## src/hw/rtl/assert_macros.svh

```systemverilog
// assertion macros for the hasher rtl
// no dependencies; checks vanish when SYNTHESIS is defined
`ifndef ASSERT_MACROS_SVH
`define ASSERT_MACROS_SVH
`ifndef SYNTHESIS
`define CHK_IMPLY(label, clk, rst, a, b) \
  label: assert property (@(posedge clk) disable iff (rst) (a) |-> (b)) else $error("check failed");
`define CHK_NEXT(label, clk, rst, a, b) \
  label: assert property (@(posedge clk) disable iff (rst) (a) |=> (b)) else $error("check failed");
`else
`define CHK_IMPLY(label, clk, rst, a, b)
`define CHK_NEXT(label, clk, rst, a, b)
`endif
`endif

```

## src/hw/rtl/sha_pkg.sv

```systemverilog
// shared types, constants and round functions for the hasher
// no dependencies
`timescale 1ns / 1ps
`default_nettype none
package sha_pkg;

  localparam logic [31:0] ROUND_K [64] = '{
    32'h428a2f98, 32'h71374491, 32'hb5c0fbcf, 32'he9b5dba5, 32'h3956c25b, 32'h59f111f1,
    32'h923f82a4, 32'hab1c5ed5, 32'hd807aa98, 32'h12835b01, 32'h243185be, 32'h550c7dc3,
    32'h72be5d74, 32'h80deb1fe, 32'h9bdc06a7, 32'hc19bf174, 32'he49b69c1, 32'hefbe4786,
    32'h0fc19dc6, 32'h240ca1cc, 32'h2de92c6f, 32'h4a7484aa, 32'h5cb0a9dc, 32'h76f988da,
    32'h983e5152, 32'ha831c66d, 32'hb00327c8, 32'hbf597fc7, 32'hc6e00bf3, 32'hd5a79147,
    32'h06ca6351, 32'h14292967, 32'h27b70a85, 32'h2e1b2138, 32'h4d2c6dfc, 32'h53380d13,
    32'h650a7354, 32'h766a0abb, 32'h81c2c92e, 32'h92722c85, 32'ha2bfe8a1, 32'ha81a664b,
    32'hc24b8b70, 32'hc76c51a3, 32'hd192e819, 32'hd6990624, 32'hf40e3585, 32'h106aa070,
    32'h19a4c116, 32'h1e376c08, 32'h2748774c, 32'h34b0bcb5, 32'h391c0cb3, 32'h4ed8aa4a,
    32'h5b9cca4f, 32'h682e6ff3, 32'h748f82ee, 32'h78a5636f, 32'h84c87814, 32'h8cc70208,
    32'h90befffa, 32'ha4506ceb, 32'hbef9a3f7, 32'hc67178f2
  };

  localparam logic [31:0] INIT_H [8] = '{
    32'h6a09e667, 32'hbb67ae85, 32'h3c6ef372, 32'ha54ff53a,
    32'h510e527f, 32'h9b05688c, 32'h1f83d9ab, 32'h5be0cd19
  };

  localparam logic [7:0] PAD_BYTE = 8'h80;
  localparam int unsigned BLOCK_BYTES = 64;
  localparam int unsigned LEN_START = 56;

  // block handed from front to back: data, and whether it ends the message
  typedef struct packed {
    logic [511:0] data;
    logic         last;
  } blk_t;

  function automatic logic [31:0] rotr(input logic [31:0] x, input int unsigned n);
    rotr = (x >> n) | (x << (32 - n));
  endfunction

endpackage
`default_nettype wire

```

## src/hw/rtl/sha_front.sv

```systemverilog
// front part: packs bytes into blocks, adds padding and length
// depends on sha_pkg
`timescale 1ns / 1ps
`default_nettype none
module sha_front (
  input  wire logic          clk,
  input  wire logic          rst,
  input  wire logic          push,
  output logic               full,
  input  wire logic [7:0]    data_byte,
  input  wire logic          has_byte,
  input  wire logic          end_of_message,
  output logic               blk_valid,
  input  wire logic          blk_ready,
  output sha_pkg::blk_t      blk
);

  typedef enum logic [2:0] {
    ST_FILL = 3'b001,
    ST_PAD  = 3'b010,
    ST_LEN  = 3'b100
  } fst_t;

  fst_t         state;
  logic [511:0] buffer;
  logic [5:0]   fill_offset;
  logic [63:0]  bit_count;
  logic         out_full;

  // byte lane helper
  function automatic logic [511:0] put_byte(input logic [511:0] b, input logic [5:0] idx,
                                            input logic [7:0] v);
    logic [511:0] r;
    r = b;
    r[511 - 8 * idx -: 8] = v;
    put_byte = r;
  endfunction

  assign full = (state != ST_FILL) || out_full;
  assign blk_valid = out_full;

  // byte collection, padding and block hand-off
  always_ff @(posedge clk) begin
    logic [511:0] nb;
    logic [63:0]  nc;
    logic [6:0]   nf;
    logic         out_full_next;
    if (rst) begin
      state       <= ST_FILL;
      fill_offset <= '0;
      bit_count   <= '0;
      buffer      <= '0;
      out_full    <= 1'b0;
    end else begin
      out_full_next = out_full && !(blk_valid && blk_ready);
      if (!out_full || blk_ready) begin
        case (state)
          ST_FILL: begin
            if (push && !out_full) begin
              nb = buffer;
              nc = bit_count;
              nf = {1'b0, fill_offset};
              if (has_byte) begin
                nb = put_byte(nb, fill_offset, data_byte);
                nc = bit_count + 64'd8;
                nf = nf + 7'd1;
              end
              if (nf[6]) begin
                blk.data <= nb;
                blk.last <= 1'b0;
                out_full_next = 1'b1;
                nb = '0;
                nf = '0;
              end
              if (end_of_message) begin
                // pad byte goes in now; padding continues in ST_PAD or ST_LEN
                if (nf[6] == 1'b0 && !(has_byte && fill_offset == 6'd63)) begin
                  nb = put_byte(nb, nf[5:0], sha_pkg::PAD_BYTE);
                  state <= (nf[5:0] >= 6'(sha_pkg::LEN_START)) ? ST_PAD : ST_LEN;
                end else begin
                  nb = put_byte(nb, 6'd0, sha_pkg::PAD_BYTE);
                  state <= ST_LEN;
                end
              end
              buffer      <= nb;
              bit_count   <= nc;
              fill_offset <= nf[5:0];
            end
          end
          ST_PAD: begin
            blk.data <= buffer;
            blk.last <= 1'b0;
            out_full_next = 1'b1;
            buffer   <= '0;
            state    <= ST_LEN;
          end
          ST_LEN: begin
            blk.data    <= {buffer[511:64], bit_count};
            blk.last    <= 1'b1;
            out_full_next = 1'b1;
            buffer      <= '0;
            bit_count   <= '0;
            fill_offset <= '0;
            state       <= ST_FILL;
          end
          default: state <= ST_FILL;
        endcase
      end
      out_full <= out_full_next;
    end
  end

endmodule
`default_nettype wire

```

## config.mk

```make
export PLATFORM = sky130hd
export DESIGN_NAME = sha_front
export DESIGN_NICKNAME = d
export VERILOG_FILES = /design/src/hw/rtl/assert_macros.svh /design/src/hw/rtl/sha_pkg.sv /design/src/hw/rtl/sha_front.sv
export SDC_FILE = /design/constraint.sdc
export NUM_CORES = 2
export LEC_CHECK = 0
export BUFFER_PORTS_ARGS = -buffer_cell sky130_fd_sc_hd__buf_2
export CAP_MARGIN = 20
export CORE_MARGIN = 2
export CORE_UTILIZATION = 30
export CTS_BUF_LIST = sky130_fd_sc_hd__clkbuf_2 sky130_fd_sc_hd__clkbuf_4 sky130_fd_sc_hd__clkbuf_8
export CTS_CLUSTER_SIZE = 16
export DETAILED_ROUTE_END_ITERATION = 6
export SLEW_MARGIN = 10
export SYNTH_ARGS = -nofsm -noshare
export SYNTH_HDL_FRONTEND = slang
export SYNTH_SLANG_ARGS = --single-unit
export TNS_END_PERCENT = 100
```

## constraint.sdc

```tcl
create_clock -name clk -period 43.7 [get_ports clk]
set_input_delay 2.185 -clock clk [delete_from_list [all_inputs] [get_ports clk]]
set_output_delay 2.185 -clock clk [all_outputs]
set_load 0.1 [all_outputs]
```

# [Word-level counts from Yosys, hierarchy flattened]
# Index checks and enable logic that the tools add are counted.
[totals] reg_bits=1099 inputBits=14 out_inout_bits=515 elab_cells=87
[op_classes] add_sub_neg=6 order_cmp=1 eq_ne=9 n_shift=4 mux=39 n_bitwise=2 reduce_logical=19
[op_table] cell="$mux W512" count=9
[op_table] cell="$pmux W513 S3" count=1
[op_table] cell="$shift A8 B34 Y519 const A" count=2
[op_table] cell="$mux W513" count=2
[op_table] cell="$bwmux W512" count=2
[op_table] cell="$pmux W512 S2" count=1
[op_table] cell="$shiftx A8 B34 Y519" count=1
[op_table] cell="$shiftx A8 B34 Y519 const A" count=1
[op_table] cell="$mux W64" count=2
[op_table] cell="$pmux W64 S2" count=1
[op_table] cell="$neg A32 Y34" count=2
[op_table] cell="$add A64 B4 Y64 const B" count=1
[op_table] cell="$mux W7" count=9
[op_table] cell="$sub A9 B9 Y10 const A" count=2
[op_table] cell="$mux W3" count=4
[op_table] cell="$mux W6" count=2
[op_table] cell="$pmux W6 S2" count=1
[op_table] cell="$reduce_and A3 Y1" count=3
[op_table] cell="$ne A2 B2 Y1 const B" count=4
[op_table] cell="$add A6 B1 Y7 const B" count=1
[op_table] cell="$eq A6 B6 Y1 const B" count=1
[op_table] cell="$ge A6 B6 Y1 const B" count=1
[op_table] cell="$pmux W3 S2" count=1
[op_table] cell="$logic_and A1 B1 Y1" count=5
[op_table] cell="other kinds (14)" count=21

# [Longest topological paths before layout]
[logic_depth] depth_word=19 mapped_depth=12

# [Worst setup path before layout]
# No wires, ideal clock.
[synth_path] path_type="input port to flip-flop" start="input has_byte" end="register blk[0] (netlist name), enable pin" setup_ps=2019 arrival_time_ps=38036 required_ps=41681 slack_ps=3645 path_stages=8 n_path_buf=4 path_cell_list="clkbuf_1 -> nand2_1 -> nor2_1 -> clkbuf_1 -> clkbuf_1 -> clkbuf_1 -> nor2_1 -> nor3_1"
[synth_between] elab_chain_cells=7
[synth_rtl] element="start: declaration" line_no="sha_front.sv:11" source="input wire logic has_byte,"
[synth_rtl] element="$mux W7" line_no="sha_front.sv:63" source="if (has_byte) begin"
[synth_rtl] element="$mux W7" line_no="sha_front.sv:59" source="if (push && !out_full) begin"
[synth_rtl] element="$mux W7" line_no="sha_front.sv:57" source="case (state)"
[synth_rtl] element="$mux W7" line_no="sha_front.sv:56" source="if (!out_full || blk_ready) begin"
[synth_rtl] element="$mux W7" line_no="sha_front.sv:48" source="if (rst) begin"
[synth_rtl] element="$ne A2 B2 Y1 (no line)"
[synth_rtl] element="$reduce_and A5 Y1 (no line)"
[synth_rtl] element="end: declaration" line_no="sha_front.sv:15" source="output sha_pkg::blk_t blk"
# No other way between the ends. The select of a mux whose other input is x is not followed.
# A chain may end at the register's enable or synchronous reset.

# [Worst setup path after layout]
[layout_path] start="register state[2]" end="output full"
[layout_between] elab_chain_cells=2
[layout_rtl] element="start: declaration" line_no="sha_front.sv:24" source="fst_t state;"
[layout_rtl] element="start signal: assignment" line_no="sha_front.sv:79" source="state <= (nf[5:0] >= 6'(sha_pkg::LEN_START)) ? ST_PAD : ST_LEN;"
[layout_rtl] element="$ne A3 B1 Y1" line_no="sha_front.sv:39" source="assign full = (state != ST_FILL) || out_full;"
[layout_rtl] element="$logic_or A1 B1 Y1" line_no="sha_front.sv:39"
[layout_rtl] element="end: declaration" line_no="sha_front.sv:9" source="output logic full,"
# No other way between the ends.

==> out/metrics.cfg <==
[run_status]
outcome = complete, no violations

[cts]
tritoncts = done
clk_transition_reported_paths_ns = 0.07
clock_latency_of_the_later_clocked_register_in_the_worst_skew_pair_ns = 0.93
cts_repair_resize_count = 0
post-cts-setup-buffer-count = 0
cts.path.max_buffers = 3
cts_num_sinks = 1096
cts_max_level = 4
tritoncts.num_buffers = 184
cts_root_buffer = clkbuf_8
cts_hold_buf = 0

[power]
net-switching-power_mw = 0.737
power_mw = 2.40
p_sw_share_pct = 30.7
pwr_density_cell_nw_per_um2 = 45.0
clock_power_share_pct = 40.3
internal_power_mw = 1.66
static-leakage-power_nw = 17.3
sequentialPowerShare_pct = 46.3
share_comb_of_total_power_pct = 13.4
peakVddDrop_uv = 26.7

[timing]
final-setup-viol-count = 0
slew_headroom_pct = 19.8
tightestPinTransition_ns = 1.19
unrepaired_setup_endpoints_after_global_routing = no
hold-worst-slack_ns = 0.455
fin_tns_setup_ns = 0
max_freq_ghz = 0.190
slew_violations = 0
min_period_over_period_pct = 12.0
report.final.hold_viol_count = 0
final_critical_period_ns = 5.26
finalClockSkew_ns = 0.0526

[worst_setup_path]
critical_path.max_fanout = 16
setup.worst_path.end_class = output port
cp_slowest_cell = dfxtp_1
critical_path_required_ns = 41.51
critical_path.cell_chain = or3b_1 -> or2_2 -> buf_2
crit_path_start_kind = flop
crit_path_arrival_time_ns = 3.08
timing.setup.critical_path_class = flop to output port
critPathMaxStageDelay_ns = 0.99

[cells_and_area]
area_delta_synth_final_pct = 19.2
finalNetCount = 4798
fillerInstances = 14700
post_route_cells_drive_above_1_share_pct = 21.6

[synth]
synth-seq-cells = 1096
yosys-top-cells-count = nand2_1, dfxtp_1, o21ai_0
syn-mean-instance-area_um2 = 10.5
synth_async_sr_flop_share_pct = 0
synth_largest_area_cell = edfxtp_1
postSynth.topFlopCell = dfxtp_1
mappedNetlistArea_um2 = 44800
synthesis.yosys.warnings = 0
sequential_to_total_area_share_from_yosys_stat_pct = 60.5
yosysTopAreaCellShare_pct = 34.4
number_of_synthesized_flops_with_an_enable_pin = 513
synth.area.top_cells = edfxtp_1, dfxtp_1, o21ai_0
synth.net_count = 4271
synthDistinctLibCells = 79
yosys.cell_count.top_type = nand2_1
syn-instance-count = 4251

[global_route]
grt_pass1_wl_um = 255000
grt_max_degree = 171
grt_antenna_before_repair = 17
grt_overflow = 0
grt_pass1_vias = 35500
total_routing_usage_gr_pct = 23.0

[die]
chipWidth_um = 390
dieArea_um2 = 152000
floorplan.rows = 141
floorplan.io_pins = 529
fp.coreArea_um2 = 148000
die-height_um = 390
start_util_pct = 30.2

[route]
detail_route.wirelength.met1_um = 74200
dr_vias = 37800
drt-wirelength-per-cell_um = 26.4
drt-total-wl_um = 182000
wl_met2_um = 81200
met3WireLength_um = 16900
routed_via_density = 5.50
detailedRoute.firstIterationViolations = 4443
detailedRoute.firstPassIterationCount = 6
highest_layer = met5
final_antenna_net_count = 0
drc = 0

[placement]
post-dp-hpwl_um = 129000
place_congestion = 0.986
port_buffers = 528

[hold_path]
worst_hold_path_type = flop to flop

[job]
maxCapViolCount = 0

-- worst paths after layout --
kind	start	to	slack, ns	cells after the start
setup / recovery	state[2]	full	38.44	3
hold / removal	buffer[122]	buffer[122]	0.46	2
setup reg to reg	state[2]	blk[123]	38.73	7
hold reg to reg	buffer[122]	buffer[122]	0.46	2
-- metrics by stage --
stage / worst slack, ns / instances / area [µm²] / util (%)
detailed placement: 37.63 / 6518 / 49400 / 33.4
CTS: 38.43 / 6864 / 53300 / 36.0
finish: 38.44 / 6878 / 53400 / 36.1
global route: 38.29 / 6871 / 53300 / 36.0
global placement: 37.72 / 6518 / 49400 / 33.4
floorplan: 3.65 / 4251 / 44800 / -
-- per-layer routing --
| metal | global-route usage [%] | vias up |
|---|---|---|
| met2 | 35.2 | 1949 |
| met4 | 11.8 | 8 |
| met3 | 5.97 | 416 |
| met1 | 29.9 | 18600 |
| met5 | 0 | - |
| li1 | - | 16900 |
-- kinds of logic (layout without fill, tap and decap cells) --
| logic type | Yosys count | count (layout) | synth area share, % |
|---|---|---|---|
| simple gates | 1475 | 1475 | 14.9 |
| compound gates | 1272 | 1272 | 20.0 |
| flops | 1096 | 1096 | 60.5 |
| buf+inv | 328 | 1015 | 2.94 |
| xor+xnor | 50 | 50 | 0.978 |
| mux | 24 | 24 | 0.570 |
| fa+ha+maj | 6 | 6 | 0.168 |
| other cells | 0 | 10 | 0 |
-- critical path, delay by kind of cell, from the launching register on --
family	cells	cell delay, ns
flip-flops	1	0.99
AND/OR/NAND/NOR	2	0.72
buffers and inverters	1	0.45
-- cell usage in the layout (no fill, tap or decap), types with 51 or more instances in the layout --
cell type / synthesis / routed
o21ai_0: 542 / 542
dfxtp_1: 583 / 581
a221o_1: 62 / 62
buf_2: 19 / 530
clkbuf_8: 0 / 214
buf_4: 1 / 66
clkbuf_4: 0 / 72
nand2_1: 693 / 693
a21oi_1: 76 / 74
a22o_1: 122 / 122
o22ai_1: 51 / 51
edfxtp_1: 513 / 513
nor2_1: 275 / 272
nand3_1: 170 / 170
o2bb2ai_1: 273 / 273
inv_1: 70 / 70
nor3_1: 68 / 61
-- state kept, by name, indices dropped and copies added, names as in the netlist --
name / count
blk: 513
buffer: 512
bit_count: 61
fill_offset: 6
state: 3
blk_valid: 1
-- power groups by stage --
stage	logic, mW	registers (mW)	clock network, mW
3_3_place_gp	0.317	1.13	0
2_1_floorplan	0.0714	1.34	0
3_5_place_dp	0.318	1.13	0
4_1_cts	0.318	1.11	0.980
6_report	0.322	1.11	0.967
5_1_grt	0.329	1.11	1.02
-- final cells by class --
cell class | count | area, µm² | share of cell area [%]
multi-input cells | 2827 | 16500 | 30.9
clock buffers | 286 | 3490 | 6.53
inverters | 70 | 263 | 0.492
diodes | 10 | 25.0 | 0.0469
flip-flops and latches | 1096 | 27100 | 50.7
repair buffers | 599 | 3190 | 5.98
well taps | 1930 | 2410 | 4.53
clock inverters | 60 | 415 | 0.778
Power figures use the tool's default switching activity.
