==> src/hw/rtl/assert_macros.svh <==
// assertion macros for the hasher rtl
// no dependencies; checks vanish when SYNTHESIS is defined
`ifndef ASSERT_MACROS_SVH
`define ASSERT_MACROS_SVH
`ifndef SYNTHESIS
`define CHK_IMPLY(label, clk, rst, a, b) \
  label: assert property (@(posedge clk) disable iff (rst) (a) |-> (b)) else $error("check failed");
`define CHK_NEXT(label, clk, rst, a, b) \
  label: assert property (@(posedge clk) disable iff (rst) (a) |=> (b)) else $error("check failed");
`else
`define CHK_IMPLY(label, clk, rst, a, b)
`define CHK_NEXT(label, clk, rst, a, b)
`endif
`endif

==> src/hw/rtl/sha_pkg.sv <==
// shared types, constants and round functions for the hasher
// no dependencies
`timescale 1ns / 1ps
`default_nettype none
package sha_pkg;

  localparam logic [31:0] ROUND_K [64] = '{
    32'h428a2f98, 32'h71374491, 32'hb5c0fbcf, 32'he9b5dba5, 32'h3956c25b, 32'h59f111f1,
    32'h923f82a4, 32'hab1c5ed5, 32'hd807aa98, 32'h12835b01, 32'h243185be, 32'h550c7dc3,
    32'h72be5d74, 32'h80deb1fe, 32'h9bdc06a7, 32'hc19bf174, 32'he49b69c1, 32'hefbe4786,
    32'h0fc19dc6, 32'h240ca1cc, 32'h2de92c6f, 32'h4a7484aa, 32'h5cb0a9dc, 32'h76f988da,
    32'h983e5152, 32'ha831c66d, 32'hb00327c8, 32'hbf597fc7, 32'hc6e00bf3, 32'hd5a79147,
    32'h06ca6351, 32'h14292967, 32'h27b70a85, 32'h2e1b2138, 32'h4d2c6dfc, 32'h53380d13,
    32'h650a7354, 32'h766a0abb, 32'h81c2c92e, 32'h92722c85, 32'ha2bfe8a1, 32'ha81a664b,
    32'hc24b8b70, 32'hc76c51a3, 32'hd192e819, 32'hd6990624, 32'hf40e3585, 32'h106aa070,
    32'h19a4c116, 32'h1e376c08, 32'h2748774c, 32'h34b0bcb5, 32'h391c0cb3, 32'h4ed8aa4a,
    32'h5b9cca4f, 32'h682e6ff3, 32'h748f82ee, 32'h78a5636f, 32'h84c87814, 32'h8cc70208,
    32'h90befffa, 32'ha4506ceb, 32'hbef9a3f7, 32'hc67178f2
  };

  localparam logic [31:0] INIT_H [8] = '{
    32'h6a09e667, 32'hbb67ae85, 32'h3c6ef372, 32'ha54ff53a,
    32'h510e527f, 32'h9b05688c, 32'h1f83d9ab, 32'h5be0cd19
  };

  localparam logic [7:0] PAD_BYTE = 8'h80;
  localparam int unsigned BLOCK_BYTES = 64;
  localparam int unsigned LEN_START = 56;

  // block handed from front to back: data, and whether it ends the message
  typedef struct packed {
    logic [511:0] data;
    logic         last;
  } blk_t;

  function automatic logic [31:0] rotr(input logic [31:0] x, input int unsigned n);
    rotr = (x >> n) | (x << (32 - n));
  endfunction

endpackage
`default_nettype wire

==> src/hw/rtl/sha_back.sv <==
// back part: 64-round compression, one round per cycle, digest output
// depends on sha_pkg
`timescale 1ns / 1ps
`default_nettype none
module sha_back (
  input  wire logic          clk,
  input  wire logic          rst,
  input  wire logic          blk_valid,
  output logic               blk_ready,
  input  wire sha_pkg::blk_t blk,
  output logic               empty,
  input  wire logic          pop,
  output logic [31:0]        digest_word,
  output logic [2:0]         word_index,
  output logic               last_word,
  output logic               busy
);

  typedef enum logic [3:0] {
    ST_IDLE = 4'b0001,
    ST_RUN  = 4'b0010,
    ST_ADD  = 4'b0100,
    ST_EMIT = 4'b1000
  } bst_t;

  bst_t        state;
  logic [31:0] h [8];
  logic [31:0] v [8];
  logic [31:0] w [16];
  logic [5:0]  round;
  logic        last;
  logic [2:0]  emit_idx;

  logic [31:0] wt, t1, t2, s0, s1;

  assign blk_ready = (state == ST_IDLE);
  assign busy = (state != ST_IDLE);
  assign empty = (state != ST_EMIT);
  assign digest_word = h[emit_idx];
  assign word_index = emit_idx;
  assign last_word = (emit_idx == 3'd7);

  // schedule word and round sums; w holds the window with w[0] oldest
  always_comb begin
    s0 = sha_pkg::rotr(w[1], 7) ^ sha_pkg::rotr(w[1], 18) ^ (w[1] >> 3);
    s1 = sha_pkg::rotr(w[14], 17) ^ sha_pkg::rotr(w[14], 19) ^ (w[14] >> 10);
    wt = (round < 6'd16) ? w[0] : (s1 + w[9] + s0 + w[0]);
    t1 = v[7] + (sha_pkg::rotr(v[4], 6) ^ sha_pkg::rotr(v[4], 11) ^ sha_pkg::rotr(v[4], 25))
       + ((v[4] & v[5]) ^ (~v[4] & v[6])) + sha_pkg::ROUND_K[round] + wt;
    t2 = (sha_pkg::rotr(v[0], 2) ^ sha_pkg::rotr(v[0], 13) ^ sha_pkg::rotr(v[0], 22))
       + ((v[0] & v[1]) ^ (v[0] & v[2]) ^ (v[1] & v[2]));
  end

  // round sequencer and chaining value
  always_ff @(posedge clk) begin
    if (rst) begin
      state    <= ST_IDLE;
      round    <= '0;
      emit_idx <= '0;
      for (int i = 0; i < 8; i++) h[i] <= sha_pkg::INIT_H[i];
    end else begin
      case (state)
        ST_IDLE: begin
          if (blk_valid) begin
            for (int i = 0; i < 16; i++) w[i] <= blk.data[511 - 32 * i -: 32];
            for (int i = 0; i < 8; i++) v[i] <= h[i];
            last  <= blk.last;
            round <= '0;
            state <= ST_RUN;
          end
        end
        ST_RUN: begin
          for (int i = 0; i < 15; i++) w[i] <= w[i + 1];
          w[15] <= wt;
          v[0] <= t1 + t2;
          v[1] <= v[0];
          v[2] <= v[1];
          v[3] <= v[2];
          v[4] <= v[3] + t1;
          v[5] <= v[4];
          v[6] <= v[5];
          v[7] <= v[6];
          round <= round + 6'd1;
          if (round == 6'd63) state <= ST_ADD;
        end
        // fold the working variables into the chaining value
        ST_ADD: begin
          for (int i = 0; i < 8; i++) h[i] <= h[i] + v[i];
          emit_idx <= '0;
          state <= last ? ST_EMIT : ST_IDLE;
        end
        ST_EMIT: begin
          if (pop) begin
            emit_idx <= emit_idx + 3'd1;
            if (emit_idx == 3'd7) begin
              for (int i = 0; i < 8; i++) h[i] <= sha_pkg::INIT_H[i];
              state <= ST_IDLE;
            end
          end
        end
        default: state <= ST_IDLE;
      endcase
    end
  end

endmodule
`default_nettype wire
==> config.mk <==
export PLATFORM = sky130hd
export DESIGN_NAME = sha_back
export DESIGN_NICKNAME = d
export VERILOG_FILES = /design/src/hw/rtl/assert_macros.svh /design/src/hw/rtl/sha_pkg.sv /design/src/hw/rtl/sha_back.sv
export SDC_FILE = /design/constraint.sdc
export NUM_CORES = 2
export LEC_CHECK = 0
export BUFFER_PORTS_ARGS = -buffer_cell sky130_fd_sc_hd__buf_2
export CAP_MARGIN = 10
export CORE_MARGIN = 4
export CORE_UTILIZATION = 30
export DETAILED_ROUTE_END_ITERATION = 8
export PLACE_DENSITY = 0.56
export SYNTH_ARGS = -nofsm -noshare
export SYNTH_HDL_FRONTEND = slang
export SYNTH_SLANG_ARGS = --single-unit
==> constraint.sdc <==
create_clock -name clk -period 76.2 [get_ports clk]
set_input_delay 7.62 -clock clk [delete_from_list [all_inputs] [get_ports clk]]
set_output_delay 7.62 -clock clk [all_outputs]
set_load 0.02 [all_outputs]
Word level (Yosys, flattened, before mapping)
Memory sizes are Yosys's and may differ from the RTL's. A register that Yosys moved wholly into a read port is not among the register bits.
Cells that the tools add are included.
{ "word_totals": {"romBits": 2048, "ff_bits": 14, "out_inout_bits": 39, "mem_bits_rw": 1024, "mem_count": 4, "inputBits": 517} }
{ "classes": {"eq_ne": 12, "n_addsub": 20, "bitwise": 69, "reduce_logical": 6, "magnitude_cmp": 2, "mux": 72} }
{ "memory_table": {"columns": ["name", "depth", "word_bits", "rd", "rd_clocked_by_memory_dff", "wr", "line_no", "text"], "rows": [
  ["(no name shown)", 64, 32, 1, 0, 0, "sha_back.sv:49", "+ ((v[4] & v[5]) ^ (~v[4] & v[6])) + sha_pkg::ROUND_K[round] + wt;"],
  ["w", 16, 32, 16, 0, 16, "sha_back.sv:29", "logic [31:0] w [16];"],
  ["h", 8, 32, 9, 1, 8, "sha_back.sv:27", "logic [31:0] h [8];"],
  ["v", 8, 32, 8, 0, 8, "sha_back.sv:28", "logic [31:0] v [8];"]
]} }
{ "op_table": {"columns": ["op", "n"], "rows": [
  ["two-way mux 32 bit", 43],
  ["adder 32 bit", 18],
  ["XOR 32 bit", 9],
  ["bitwise AND 32 bit", 5],
  ["OR 1 bit", 40],
  ["NOT 32 bit", 1],
  ["OR 10 x 32 -> 32 bit", 1],
  ["OR 13 x 32 -> 32 bit", 1],
  ["OR 14 x 32 -> 32 bit", 1],
  ["OR 15 x 32 -> 32 bit", 1],
  ["OR 19 x 32 -> 32 bit", 1],
  ["OR 21 x 32 -> 32 bit", 1],
  ["OR 25 x 32 -> 32 bit", 1],
  ["OR 26 x 32 -> 32 bit", 1],
  ["OR 30 x 32 -> 32 bit", 1],
  ["OR 7 x 32 -> 32 bit", 1],
  ["XOR 32 x 22 -> 32 bit", 1],
  ["XOR 32 x 29 -> 32 bit", 1],
  ["two-way mux 4 bit", 5],
  ["two-way mux 1 bit", 17],
  ["one-hot mux 4 bit (4 select lines)", 1],
  ["one-hot mux 6 bit (2 select lines)", 1],
  ["two-way mux 3 bit", 3],
  ["!= test 2 bit (second input constant)", 4],
  ["20 further kinds", 22]
]} }

Logic depth before layout (Yosys ltp)
An unclocked memory read counts as a cell.
{ "depth": {"depth_word": 11, "mapped_depth": 47} }

Worst setup path after synthesis
No wires, ideal clock.
{ "synth_path": {"path_type": "input -> register", "startpoint": "input port rst", "endpoint": "memory v[0][0] (enable)", "setup_ns": 2.164, "path_slack_ns": 29.264, "required_ns": 74.036, "cell_stages": 3, "arrival_time_ns": 44.772, "cell_sequence": "clkbuf_1 -> clkbuf_1 -> a21oi_1"} }
{ "synth_lines": {"columns": ["item", "line_no", "text"], "rows": [
  ["start: declaration", "sha_back.sv:7", "input wire logic rst,"],
  ["end: declaration", "sha_back.sv:28", null]
]} }

==> flow_summary.html <==
<table>
<tr><th>Metric</th><th>Value</th></tr>
<tr><th colspan="2">Run status</th></tr>
<tr><td>Run status</td><td>completed</td></tr>
<tr><th colspan="2">Yosys</th></tr>
<tr><td>Synthesis warning total</td><td>0</td></tr>
<tr><td>Library cells used by synthesis</td><td>90</td></tr>
<tr><td>Area of the mapped netlist</td><td>71800 sq um</td></tr>
<tr><td>Synth Instances</td><td>7845</td></tr>
<tr><td>Number of synthesized register bits</td><td>1041</td></tr>
<tr><td>Syn_area_per_cell</td><td>9.15 sq um</td></tr>
<tr><td>Sequential cell area fraction in the yosys report</td><td>41.5%</td></tr>
<tr><td>Syn nets</td><td>8960</td></tr>
<tr><td>Number of enable flip-flop cells after synthesis</td><td>897</td></tr>
<tr><td>Share of the synthesized area in the top cell type</td><td>37.5%</td></tr>
<tr><td>Asr flop ratio synth</td><td>0%</td></tr>
<tr><td>Leading register cell type out of synthesis</td><td>edfxtp_1</td></tr>
<tr><td>Cell with the most instances after synthesis</td><td>nand2_1</td></tr>
<tr><td>Leading cell types by count after synthesis</td><td>2471 x nand2_1, 897 x edfxtp_1, 404 x inv_1, 402 x ha_1, 401 x a21oi_1</td></tr>
<tr><td>Cells taking the most area after synthesis</td><td>edfxtp_1 38%, nand2_1 13%, ha_1 7.0%, fa_1 5.5%, xnor2_1 4.7%</td></tr>
<tr><td>Cell taking the most area after synthesis</td><td>edfxtp_1</td></tr>
<tr><th colspan="2">STA</th></tr>
<tr><td>Worst Clk Skew</td><td>48.4 ps</td></tr>
<tr><td>Setup ws final</td><td>63710 ps</td></tr>
<tr><td>Final setup vio count</td><td>0</td></tr>
<tr><td>TNS Setup</td><td>0 ps</td></tr>
<tr><td>Slew Limit Fails</td><td>0</td></tr>
<tr><td>Worst slew margin</td><td>5.19%</td></tr>
<tr><td>Final period util</td><td>16.4%</td></tr>
<tr><td>Final Hold Vio Count</td><td>0</td></tr>
<tr><td>Setup repair after global routing missed its margin</td><td>no</td></tr>
<tr><td>Min Tclk post-route</td><td>12490 ps</td></tr>
<tr><td>Transition at the pin with the smallest max-transition slack</td><td>1420 ps</td></tr>
<tr><td>Upper clock frequency limit</td><td>80.1 MHz</td></tr>
<tr><th colspan="2">Min path</th></tr>
<tr><td>Class of the tightest hold or removal check</td><td>reg2reg</td></tr>
<tr><td>Beginning of the worst hold path</td><td>h[7][12]</td></tr>
<tr><td>Worst Hold Depth</td><td>2</td></tr>
<tr><td>Endpoint, Worst Hold</td><td>h[7][12]</td></tr>
<tr><th colspan="2">Route</th></tr>
<tr><td>DRC violation count after routing</td><td>0</td></tr>
<tr><td>Antenna-violating nets left</td><td>0</td></tr>
<tr><td>Vias after detailed routing</td><td>60196</td></tr>
<tr><td>Total wire length after detailed routing</td><td>283000 microns</td></tr>
<tr><td>Count of TritonRoute iterations in the first routing pass</td><td>7</td></tr>
<tr><td>Iter 0 DRT Violations</td><td>6540</td></tr>
<tr><td>Per-cell routed wire length</td><td>24.5 microns</td></tr>
<tr><td>Via count normalized by instance count</td><td>5.23</td></tr>
<tr><th colspan="2">Worst setup path</th></tr>
<tr><td>Cell at the slowest stage of the critical path</td><td>buf_4</td></tr>
<tr><td>WS Path Type</td><td>in2reg</td></tr>
<tr><td>CP Data Required Time</td><td>76640 ps</td></tr>
<tr><td>Critical Path End Type</td><td>flip-flop</td></tr>
<tr><td>Beginning of the worst register-to-register path</td><td>w[0][41]</td></tr>
<tr><td>Critical path peak fanout</td><td>71</td></tr>
<tr><td>Cell mode on critical path</td><td>buf_4</td></tr>
<tr><td>Number of cell instances on the worst register-to-register path</td><td>40</td></tr>
<tr><td>Kind of start point of the critical path</td><td>input port</td></tr>
<tr><td>Worst path arrival time</td><td>12930 ps</td></tr>
<tr><td>Crit-path cells</td><td>buf_2 &gt; nand2_1 &gt; a21oi_4 &gt; buf_4 &gt; buf_4 &gt; buf_4 &gt; buf_4 &gt; buf_4 &gt; buf_4</td></tr>
<tr><td>Worst-case register-to-register setup slack</td><td>64930 ps</td></tr>
<tr><td>CP peak stage delay</td><td>860 ps</td></tr>
<tr><td>Destination of the worst register-to-register timing path</td><td>v[0][30]</td></tr>
<tr><th colspan="2">Finish</th></tr>
<tr><td>Synth-to-Final Area Change</td><td>14.6%</td></tr>
<tr><td>Number of inserted filler cells in the final layout</td><td>24298</td></tr>
<tr><td>Share of post-route cells with drive strength above 1</td><td>12.2%</td></tr>
<tr><td>Count of nets after finishing</td><td>9340</td></tr>
<tr><th colspan="2">Clocking</th></tr>
<tr><td>Max clock buf depth</td><td>3</td></tr>
<tr><td>H-tree Lvls</td><td>4</td></tr>
<tr><td>Post-cts repair resize count</td><td>0</td></tr>
<tr><td>Setup repair bufs after CTS</td><td>0</td></tr>
<tr><td># hold bufs at CTS</td><td>0</td></tr>
<tr><td>Skew-Pair Late Insertion Delay</td><td>830 ps</td></tr>
<tr><td>CTS buffer count</td><td>131</td></tr>
<tr><td>TritonCTS clock tree</td><td>yes</td></tr>
<tr><td>Clock slew at the register clock pins of the worst setup and hold paths</td><td>60 ps</td></tr>
<tr><td>TritonCTS Sinks</td><td>1041</td></tr>
<tr><td>Clock tree root buffer cell</td><td>clkbuf_16</td></tr>
<tr><th colspan="2">Floorplan</th></tr>
<tr><td>Vertical extent of the die</td><td>497 microns</td></tr>
<tr><td>Width of the chip</td><td>497 microns</td></tr>
<tr><td>Total Die Area</td><td>247000 sq um</td></tr>
<tr><td>I/O pins</td><td>556</td></tr>
<tr><td>Std-Cell Rows</td><td>179</td></tr>
<tr><td>Initial cell density of the core</td><td>30.2%</td></tr>
<tr><td>Core area</td><td>238000 sq um</td></tr>
<tr><th colspan="2">Run</th></tr>
<tr><td>Maxcap violations</td><td>0</td></tr>
<tr><th colspan="2">Global route</th></tr>
<tr><td>Number of global-route vias before repair</td><td>58670</td></tr>
<tr><td>Antenna violations before repair</td><td>60</td></tr>
<tr><td>Wire length of the first global-routing pass</td><td>406000 microns</td></tr>
<tr><td>Maximum number of pins on one net before global-route repair</td><td>223</td></tr>
<tr><td>Overflow left after global routing</td><td>0</td></tr>
<tr><td>Total routing usage reported by global routing</td><td>22.1%</td></tr>
<tr><th colspan="2">Place</th></tr>
<tr><td>Pre-CTS worst setup slack</td><td>62920 ps</td></tr>
<tr><td>Weighted congestion reported at the end of routability-driven placement</td><td>0.959</td></tr>
<tr><td>Buffers added on ports</td><td>555</td></tr>
<tr><td>Detailed placer's ending HPWL</td><td>217000 microns</td></tr>
<tr><th colspan="2">Power</th></tr>
<tr><td>Static Leak</td><td>34.1 nW</td></tr>
<tr><td>Largest vdd supply drop</td><td>0.0312 mV</td></tr>
<tr><td>Power density over cell area</td><td>33.4 nW/um^2</td></tr>
</table>
==> power breakdown <==
group | switching (W) | internal (W) | total [W]
Clock | 0.000280 | 0.000367 | 0.000646
Sequential | 0.0000283 | 0.000658 | 0.000687
Combinational | 0.000841 | 0.000570 | 0.00141
Total | 0.00115 | 0.00160 | 0.00274
==> worst max-delay path, delay by kind of cell <==
family	cells	cell delay, ps
buffers and inverters	7	4630
and+or+nand+nor	1	200
AOI/OAI and AO/OA	1	200
==> through the flow <==
step	instance area [sq um]	std cells	utilization [%]	power [W]	hold WS, ps
floorplan	71800	7845	-	0.00178	452
global placement	77800	11259	32.7	0.00206	471
detailed placement	77800	11259	32.7	0.00208	479
CTS	82200	11498	34.5	0.00274	488
global route	82200	11504	34.5	0.00294	512
finish	82300	11520	34.6	0.00274	495
==> cells in the final DEF, fill, tap and decap left out, types with 29 or more instances in the layout <==
master,Yosys,layout
buf_4,1,65
clkinv_1,4,29
buf_2,0,555
nand3_1,82,82
o21ai_1,107,108
inv_1,404,402
nand2_1,2471,2469
a31oi_1,52,51
edfxtp_1,897,897
a21o_1,192,192
a211oi_1,53,53
mux2_2,88,88
dfxtp_1,144,139
mux4_2,72,72
o21bai_1,52,52
or3_1,29,29
xor2_1,163,163
o21a_1,65,65
xnor2_1,386,386
ha_1,402,402
o31ai_1,35,34
and3_1,34,34
nor3_1,81,81
nor2_1,308,304
nand2b_1,66,65
clkbuf_16,0,132
nor2b_1,47,47
fa_1,196,196
o21ai_0,244,243
a21oi_1,401,400
o211ai_1,63,63
==> cell families (layout without fill, tap and decap cells) <==
group / Yosys count / count (layout) / share of synthesized area [%]
buffers and inverters: 790 / 1276 / 4.14
flip-flops: 1041 / 1041 / 41.5
multiplexers: 175 / 175 / 3.85
AND/OR/NAND/NOR: 3229 / 3229 / 18.3
adder cells (fa/ha/maj): 603 / 603 / 12.5
other: 0 / 22 / 0
XOR/XNOR: 551 / 551 / 6.75
AO/OA/AOI/OAI: 1456 / 1456 / 12.9
==> per-layer routing <==
layer | vias to the layer above | GRT usage (%) | share of wire (%)
li1 | 27794 | - | -
met1 | 29540 | 28.8 | 42
met2 | 2433 | 36.7 | 47
met3 | 405 | 3.39 | 7.1
met4 | 24 | 8.60 | 4.3
met5 | - | 0 | 0.047
==> sequential cells by signal, indices dropped and copies added (netlist names), named ones only <==
register and flops:
word_index 3, round 6, h 256, w 512, last 1, v 256
state 4
==> cell type report <==
cell class | instances | area (sq um) | area share [%]
Antenna cell | 22 | 55.1 | 0.0669
Clock buffer | 165 | 3480 | 4.23
Clock inverter | 74 | 898 | 1.09
Inverter | 410 | 1550 | 1.88
Multi-Input combinational cell | 6014 | 39100 | 47.5
Sequential cell | 1041 | 29800 | 36.3
Tap cell | 3167 | 3960 | 4.82
Timing Repair Buffer | 627 | 3410 | 4.14
==> worst max-delay path by stage <==
| stage | startpoint | end | slack (ps) | depth (start not counted) |
|---|---|---|---|---|
| floorplan | rst | v[0][0] | 29260 | 3 |
| global placement | blk_valid | w[0][179] | 62990 | 9 |
| detailed placement | blk_valid | w[0][142] | 62920 | 9 |
| CTS | blk_valid | w[0][212] | 63780 | 9 |
| global route | blk_valid | w[0][113] | 63440 | 9 |
| finish | blk_valid | w[0][218] | 63710 | 9 |
No activity file was read; power rests on OpenSTA's default activity.
